[src/hw/rtl/assert_macros.svh]
// ----------------------------------------------------------------------------
// assert_macros.svh
// concurrent assertion helpers, compiled out when SYNTH is defined
// ----------------------------------------------------------------------------
`ifndef ASSERT_MACROS_SVH
`define ASSERT_MACROS_SVH

`ifndef SYNTH
`define ASSERT_IMPLIES(label, clk, rst_n, a, b) \
	label: assert property (@(posedge clk) disable iff (!rst_n) (a) |-> (b)) \
		else $error("assertion failed");
`define ASSERT_NEXT(label, clk, rst_n, a, b) \
	label: assert property (@(posedge clk) disable iff (!rst_n) (a) |=> (b)) \
		else $error("assertion failed");
`else
`define ASSERT_IMPLIES(label, clk, rst_n, a, b)
`define ASSERT_NEXT(label, clk, rst_n, a, b)
`endif

`endif

[src/hw/rtl/ple_pkg.sv]
// ----------------------------------------------------------------------------
// ple_pkg
// shared types and constants of the positional list engine
// ----------------------------------------------------------------------------
package ple_pkg;

	localparam int CAPACITY_DEF = 16;
	// index math width, wide enough for the largest supported capacity
	localparam int PW = 9;

	localparam logic [2:0] MODE_INS_FRONT = 3'd0;
	localparam logic [2:0] MODE_INS_END   = 3'd1;
	localparam logic [2:0] MODE_INS_AT    = 3'd2;
	localparam logic [2:0] MODE_DEL_FRONT = 3'd3;
	localparam logic [2:0] MODE_DEL_END   = 3'd4;
	localparam logic [2:0] MODE_DEL_AT    = 3'd5;
	localparam logic [2:0] MODE_SEARCH    = 3'd6;
	localparam logic [2:0] MODE_REVERSE   = 3'd7;

	typedef struct packed {
		logic          ins;
		logic          del;
		logic [PW-1:0] pos;
		logic [PW-1:0] len;
		logic [31:0]   value;
	} ple_ctrl_t;

endpackage

[src/hw/rtl/ple_cell.sv]
// ----------------------------------------------------------------------------
// ple_cell
// one list slot: shifts with its neighbors on insert/delete, compares on search
// ----------------------------------------------------------------------------
module ple_cell #(
	parameter int IDX = 0
) (
	input  logic               clk,
	input  ple_pkg::ple_ctrl_t ctrl,
	input  logic [31:0]        left_data,
	input  logic [31:0]        right_data,
	output logic [31:0]        data,
	input  logic               hit_l_in,
	output logic               hit_l_out,
	input  logic               hit_r_in,
	output logic               hit_r_out,
	output logic               first_l,
	output logic               first_r
);
	import ple_pkg::*;

	logic [31:0]   data_q;
	logic [PW-1:0] idx;
	logic          match;

	assign idx = PW'(IDX);

	always_ff @(posedge clk) begin
		if (ctrl.ins) begin
			if (idx > ctrl.pos) begin
				data_q <= left_data;
			end else if (idx == ctrl.pos) begin
				data_q <= ctrl.value;
			end
		end else if (ctrl.del) begin
			if (idx >= ctrl.pos) begin
				data_q <= right_data;
			end
		end
	end

	assign data      = data_q;
	assign match     = (idx < ctrl.len) && (data_q == ctrl.value);
	assign hit_l_out = hit_l_in | match;
	assign hit_r_out = hit_r_in | match;
	assign first_l   = match & ~hit_l_in;
	assign first_r   = match & ~hit_r_in;

endmodule

[src/hw/rtl/positional_list_engine.sv]
// ----------------------------------------------------------------------------
// positional_list_engine
// ordered list of signed 32-bit values held in a row of shifting cells
// the result beat is registered, valid in the cycle after the request beat is taken
// throughput: one request per cycle while m_tready is high, all cells act in that cycle
// reverse flips an orientation bit, so the cells never move on reverse
// reset: arst_n clears length, orientation and output valid; cell data unreset
// ----------------------------------------------------------------------------
`include "assert_macros.svh"

module positional_list_engine #(
	parameter int CAPACITY = ple_pkg::CAPACITY_DEF
) (
	input  logic        clk,
	input  logic        arst_n,
	input  logic        s_tvalid,
	output logic        s_tready,
	input  logic [39:0] s_tdata,  // mode[2:0], value[34:3], position[39:35]
	output logic        m_tvalid,
	input  logic        m_tready,
	output logic [15:0] m_tdata   // ok[0], found[1], found_at[5:2], count[10:6]
);
	import ple_pkg::*;

	localparam int LW = $clog2(CAPACITY + 1);

	logic [2:0]    mode;
	logic [31:0]   value;
	logic [4:0]    position;
	logic          acc;

	logic [LW-1:0] len_q;
	logic          rev_q;
	logic          m_valid_q;
	logic          ok_q;
	logic          found_q;
	logic [3:0]    found_at_q;
	logic [4:0]    count_q;

	logic [PW-1:0] len_w;
	logic [PW-1:0] pos_w;
	logic [PW-1:0] ins_l;
	logic [PW-1:0] del_l;
	logic          is_ins;
	logic          is_del;
	logic          ins_ok;
	logic          del_ok;
	logic          op_ok;
	logic [PW-1:0] len_nx;
	logic [PW-1:0] first_idx;
	logic [PW-1:0] last_idx;
	logic [PW-1:0] where;
	logic          found;
	ple_ctrl_t     ctrl;

	logic [31:0]   cell_data [CAPACITY];
	logic [CAPACITY:0] hit_l;
	logic [CAPACITY:0] hit_r;
	logic [CAPACITY-1:0] first_l;
	logic [CAPACITY-1:0] first_r;

	assign mode     = s_tdata[2:0];
	assign value    = s_tdata[34:3];
	assign position = s_tdata[39:35];

	assign s_tready = ~m_valid_q | m_tready;
	assign acc      = s_tvalid & s_tready;

	assign len_w = PW'(len_q);
	assign pos_w = PW'(position);

	always_comb begin
		is_ins = 1'b0;
		is_del = 1'b0;
		ins_l  = pos_w;
		del_l  = pos_w;
		case (mode)
			MODE_INS_FRONT: begin is_ins = 1'b1; ins_l = '0;    end
			MODE_INS_END:   begin is_ins = 1'b1; ins_l = len_w; end
			MODE_INS_AT:    begin is_ins = 1'b1; ins_l = pos_w; end
			MODE_DEL_FRONT: begin is_del = 1'b1; del_l = '0;    end
			MODE_DEL_END:   begin is_del = 1'b1; del_l = len_w - PW'(1); end
			MODE_DEL_AT:    begin is_del = 1'b1; del_l = pos_w; end
			default:        begin is_ins = 1'b0; is_del = 1'b0; end
		endcase
	end

	assign ins_ok = is_ins && (ins_l <= len_w) && (len_w < PW'(CAPACITY));
	assign del_ok = is_del && (del_l < len_w);
	assign op_ok  = ins_ok | del_ok | (~is_ins & ~is_del);

	always_comb begin
		len_nx = len_w;
		if (ins_ok) begin
			len_nx = len_w + PW'(1);
		end else if (del_ok) begin
			len_nx = len_w - PW'(1);
		end
	end

	// logical index to physical slot under the current orientation
	always_comb begin
		ctrl.ins   = acc & ins_ok;
		ctrl.del   = acc & del_ok;
		ctrl.len   = len_w;
		ctrl.value = value;
		if (is_ins) begin
			ctrl.pos = rev_q ? (len_w - ins_l) : ins_l;
		end else begin
			ctrl.pos = rev_q ? (len_w - PW'(1) - del_l) : del_l;
		end
	end

	assign hit_l[0]        = 1'b0;
	assign hit_r[CAPACITY] = 1'b0;

	for (genvar g = 0; g < CAPACITY; g++) begin : g_cell
		logic [31:0] ldat;
		logic [31:0] rdat;
		if (g == 0) begin : g_l
			assign ldat = '0;
		end else begin : g_l
			assign ldat = cell_data[g-1];
		end
		if (g == CAPACITY - 1) begin : g_r
			assign rdat = '0;
		end else begin : g_r
			assign rdat = cell_data[g+1];
		end
		ple_cell #(
			.IDX (g)
		) u_cell (
			.clk        (clk),
			.ctrl       (ctrl),
			.left_data  (ldat),
			.right_data (rdat),
			.data       (cell_data[g]),
			.hit_l_in   (hit_l[g]),
			.hit_l_out  (hit_l[g+1]),
			.hit_r_in   (hit_r[g+1]),
			.hit_r_out  (hit_r[g]),
			.first_l    (first_l[g]),
			.first_r    (first_r[g])
		);
	end

	always_comb begin
		first_idx = '0;
		last_idx  = '0;
		for (int i = 0; i < CAPACITY; i++) begin
			first_idx = first_idx | (first_l[i] ? PW'(i) : PW'(0));
			last_idx  = last_idx  | (first_r[i] ? PW'(i) : PW'(0));
		end
	end

	assign found = hit_l[CAPACITY];
	assign where = ~found ? PW'(0) : (rev_q ? (len_w - PW'(1) - last_idx) : first_idx);

	always_ff @(posedge clk or negedge arst_n) begin
		if (!arst_n) begin
			len_q     <= '0;
			rev_q     <= 1'b0;
			m_valid_q <= 1'b0;
		end else begin
			if (acc) begin
				len_q     <= LW'(len_nx);
				m_valid_q <= 1'b1;
				if (mode == MODE_REVERSE) begin
					rev_q <= ~rev_q;
				end
			end else if (m_tready) begin
				m_valid_q <= 1'b0;
			end
		end
	end

	always_ff @(posedge clk) begin
		if (acc) begin
			ok_q       <= op_ok;
			found_q    <= (mode == MODE_SEARCH) & found;
			found_at_q <= (mode == MODE_SEARCH) ? where[3:0] : 4'd0;
			count_q    <= len_nx[4:0];
		end
	end

	assign m_tvalid = m_valid_q;
	assign m_tdata  = {5'd0, count_q, found_at_q, found_q, ok_q};

	`ASSERT_IMPLIES(a_len_cap, clk, arst_n, 1'b1, PW'(len_q) <= PW'(CAPACITY))
	`ASSERT_NEXT(a_ins_grows, clk, arst_n, acc && ins_ok, PW'(len_q) == $past(len_w) + PW'(1))
	`ASSERT_NEXT(a_rev_len, clk, arst_n, acc && (mode == MODE_REVERSE), $stable(len_q))
	`ASSERT_IMPLIES(a_found_ok, clk, arst_n, m_valid_q && found_q, ok_q)

endmodule

[config.mk]
export PLATFORM = sky130hd
export DESIGN_NAME = positional_list_engine
export DESIGN_NICKNAME = d
export VERILOG_FILES = /design/src/hw/rtl/ple_pkg.sv /design/src/hw/rtl/ple_cell.sv /design/src/hw/rtl/positional_list_engine.sv
export VERILOG_INCLUDE_DIRS = /design/src /design/src/hw/rtl
export SDC_FILE = /design/constraint.sdc
export NUM_CORES = 2
export LEC_CHECK = 0
export BUFFER_PORTS_ARGS = -buffer_cell sky130_fd_sc_hd__buf_2
export CAP_MARGIN = 0
export CORE_MARGIN = 5
export CORE_UTILIZATION = 55
export DETAILED_ROUTE_END_ITERATION = 7
export GPL_ROUTABILITY_DRIVEN = 0
export PLACE_DENSITY_LB_ADDON = 0.3
export SYNTH_ARGS = -nofsm -noshare
export SYNTH_HDL_FRONTEND = slang
export SYNTH_SLANG_ARGS = --single-unit
[constraint.sdc]
create_clock -name clk -period 22.6 [get_ports clk]
set_input_delay 4.52 -clock clk [delete_from_list [all_inputs] [get_ports clk]]
set_output_delay 4.52 -clock clk [all_outputs]
set_load 0.005 [all_outputs]
==> key figures <==
Die
  • Die width: 269.4 um
  • Die span in y: 269.4 um
  • Cell Rows: 95
  • Ports: 62
  • Full die area: 0.07255 mm2
  • Core area: 0.06692 mm2
  • Starting Density: 55.28%

Critical path
  • Crit-path leading delay family: simple AND/OR/NAND/NOR gates
  • Crit path arrival time: 10.16 ns
  • Crit Path Max Fanout: 221
  • Critical-path top delay cell: o21a_1
  • Buffer and inverter count on the worst path: 3
  • Worst Path Required: 23.12 ns
  • CP max stage delay: 1.04 ns
  • Sequence of cells on the critical path: buf_2 > or2_1 > o21ai_1 > inv_1 > ha_1 > nor2b_1 > o21ai_0 > a31oi_1 > o21a_1 > nand2_4 > buf_12 > nor2_1 > a221o_1
  • Worst setup EP type: flip-flop
  • CP Class: input port to flip-flop
  • CP startpoint kind: input port

Layout
  • N_diodes: 0
  • Layout cells sized above 1: 7.509%
  • Register area: 0.01588 mm2
  • Area of the multi-input gates: 0.01900 mm2
  • Final nets: 3770
  • Fill cells: 5823
  • Area growth syn-to-layout: 5.368%
  • Post-layout util: 58.25%

CTS
  • Post-CTS sizing: 0
  • Skew-Pair Late Insertion Delay: 0.65 ns
  • H-tree depth: 2
  • Setup bufs post-CTS: 0
  • TritonCTS clock tree: yes
  • Clk buf depth: 3
  • Reg clk slew, reported paths: 0.06 ns
  • Total CTS buffers: 57
  • CTS Sinks: 530
  • Root buf cell: clkbuf_16
  • Hold Buf Count CTS: 0

Outcome
  • Failing checks: DRC, capacitance limit, slew limit
  • Status: finished with violations

Drt
  • Average wire per standard cell: 31.88 um
  • Post-DR vias/cell: 7.679
  • Post-route DRC: 29
  • Final wirelength: 147100 um
  • Initial detailed-routing violation count: 7729
  • Total number of vias: 35437
  • Routed Antenna Nets: 0
  • Pre-antenna DRT Iters: 8

Job
  • Max cap viols: 1

Synthesis
  • Synth Area per Inst: 9.330 um2
  • Yosys top cell by area: edfxtp_1
  • Primary FF master, synth: edfxtp_1
  • Most numerous cell in the Yosys netlist: edfxtp_1
  • Seq cells post-synth: 530
  • EDFF count, synth: 523
  • Top cells by area, synth: edfxtp_1 (42%), xor2_1 (7.2%), xnor2_1 (5.2%), nand2_1 (4.3%), nor4_1 (4.2%)
  • Synth top area share: 42.45%
  • Unique masters post-synth: 81
  • Cell Area, Synth: 0.03699 mm2
  • Mapped Cells: 3965
  • Ys async rst share: 1.321%
  • Commonest cells post-synth: edfxtp_1 (523), nand2_1 (426), xor2_1 (306)
  • Yosys warnings: 0
  • Sequential-to-total area share from yosys stat: 42.93%

Placed design
  • Final HPWL DP: 98430 um
  • Buffers on Ports: 56
  • Worst setup slack after placement: 12.61 ns

Timing
  • Final setup vio count: 0
  • Peak Freq: 103.8 MHz
  • Post-Route Skew: 0.03165 ns
  • Min Tclk post-route: 9.636 ns
  • Setup_tns: 0 ns
  • Tcrit/Tclk final: 42.64%
  • Unrepaired setup endpoints after global routing: false
  • Setup ws final: 12.96 ns
  • Rel. slew slack: -4.376%
  • Final hold violation count: 0
  • Worst Tran Pin Value: 1.551 ns
  • Pins Over Slew Limit: 24

Power and ir drop
  • Max VDD drop: 0.1131 mV
  • Pwr dens: 104.9 mW/mm2
  • Leakage power: 0.01246 uW

GRT
  • Total GRT Usage: 38.39%
  • First-pass GRT wire length: 216400 um
  • Vias in the first global route: 32436
  • Total grt overflow: 0
  • Initial antenna violation count: 4
  • Pin count of the biggest net entering global routing: 222

Worst hold path
  • Hold crit path type: flip-flop to flip-flop
kinds of logic after synthesis:
family	synth area share (%)
simple gates	19.00
compound gates	18.23
buf+inv	6.230
flops	42.93
xor+xnor	12.41
fa+ha+maj	0.9267
mux	0.2672
other cells	0.01014
placed cells by master (no fill, tap or decap), types with 5 or more instances in the layout:
cell type	Yosys	layout
a211oi_1	38	37
a21o_1	8	8
a21oi_1	56	54
a221o_1	128	128
a31oi_1	162	162
and3_1	45	45
buf_12	0	5
buf_2	141	56
buf_4	17	89
clkbuf_1	286	12
clkbuf_16	0	60
clkinv_1	0	12
clkinv_2	0	8
conb_1	1	5
dfrtp_1	7	7
edfxtp_1	523	523
ha_1	21	21
inv_1	57	57
nand2_1	426	425
nand2b_1	6	6
nand3_1	159	156
nand4_1	199	199
nor2_1	226	216
nor2_2	0	6
nor2b_1	11	11
nor3_1	68	63
nor3_2	1	5
nor4_1	247	245
o2111ai_1	65	65
o211ai_1	166	166
o21a_1	8	7
o21ai_0	148	148
o311ai_0	32	32
o31ai_1	37	37
o41ai_1	32	32
or3_1	10	10
xnor2_1	218	218
xor2_1	306	306
worst paths after layout:
| check | start | endpoint | slack (ns) | depth (start not counted) |
|---|---|---|---|---|
| worst min register to register | m_tvalid$_DFFE_PN0P_ | m_tvalid$_DFFE_PN0P_ | 0.54 | 2 |
| worst max-delay path | s_tdata[2] | g_cell[7].u_cell.data[16]$_DFFE_PP_ | 12.96 | 13 |
| worst min-delay path | m_tvalid$_DFFE_PN0P_ | m_tvalid$_DFFE_PN0P_ | 0.54 | 2 |
| min in group asynchronous | arst_n | rev_q$_DFFE_PN0P_ | 3.70 | 1 |
| max in group asynchronous | arst_n | m_tvalid$_DFFE_PN0P_ | 18.75 | 1 |
| worst max register to register | len_q[0]$_DFFE_PN0P_ | g_cell[5].u_cell.data[12]$_DFFE_PP_ | 16.00 | 17 |
worst reg2reg max path: stages (launching register included):
cell and delay [ns]:
dfrtp_1 0.78, inv_1 0.28, ha_1 0.40, xor2_1 0.43, nor2_1 0.08, or3_1 0.34
ha_1 0.32, nor2b_1 0.15, o21ai_1 0.14, and4bb_1 0.21, a21oi_1 0.04, o31a_1 0.25
buf_4 0.25, o21ai_4 0.19, buf_4 0.51, o211a_1 1.07, and3_1 0.29, buf_4 0.48
layer usage:
layer	vias to the layer above	part of all wire [%]	GRT usage (%)
li1	14617	-	-
met1	16815	35	51.15
met2	3379	41	55.44
met3	622	17	14.74
met4	4	6.9	18.06
met5	-	0.017	0
layout make-up:
type / instances / share of cell area (%)
multi-input cells: 2903 / 48.74
flip-flops and latches: 530 / 40.74
clock buffers: 75 / 4.073
well taps: 873 / 2.802
repair buffers: 150 / 2.690
inverters: 59 / 0.5681
clock inverters: 25 / 0.3916
power by group:
part           switching (uW)  internal [uW]  total [uW]
logic                    1500            385        1890
registers                91.8           1180        1270
clock network             424            501         925
flip-flops by register name (all words and copies together), names as in the netlist:
signal,cells
g_cell.u_cell.data,512
count_q,5
len_q,5
found_at_q,4
found_q,1
m_tvalid,1
ok_q,1
rev_q,1
metrics by stage:
stage / total power (uW) / hold slack, ns / std cells / instance area (um2)
2_1_floorplan: 2498 / 0.5435 / 3969 / 37010
3_3_place_gp: 3035 / 0.5131 / 4515 / 37240
3_5_place_dp: 3051 / 0.5384 / 4515 / 37240
4_1_cts: 3956 / 0.5542 / 4615 / 38980
5_1_grt: 4171 / 0.5897 / 4615 / 38980
6_report: 4088 / 0.5426 / 4615 / 38980
Note: power is estimated with default switching activity, not from simulation.
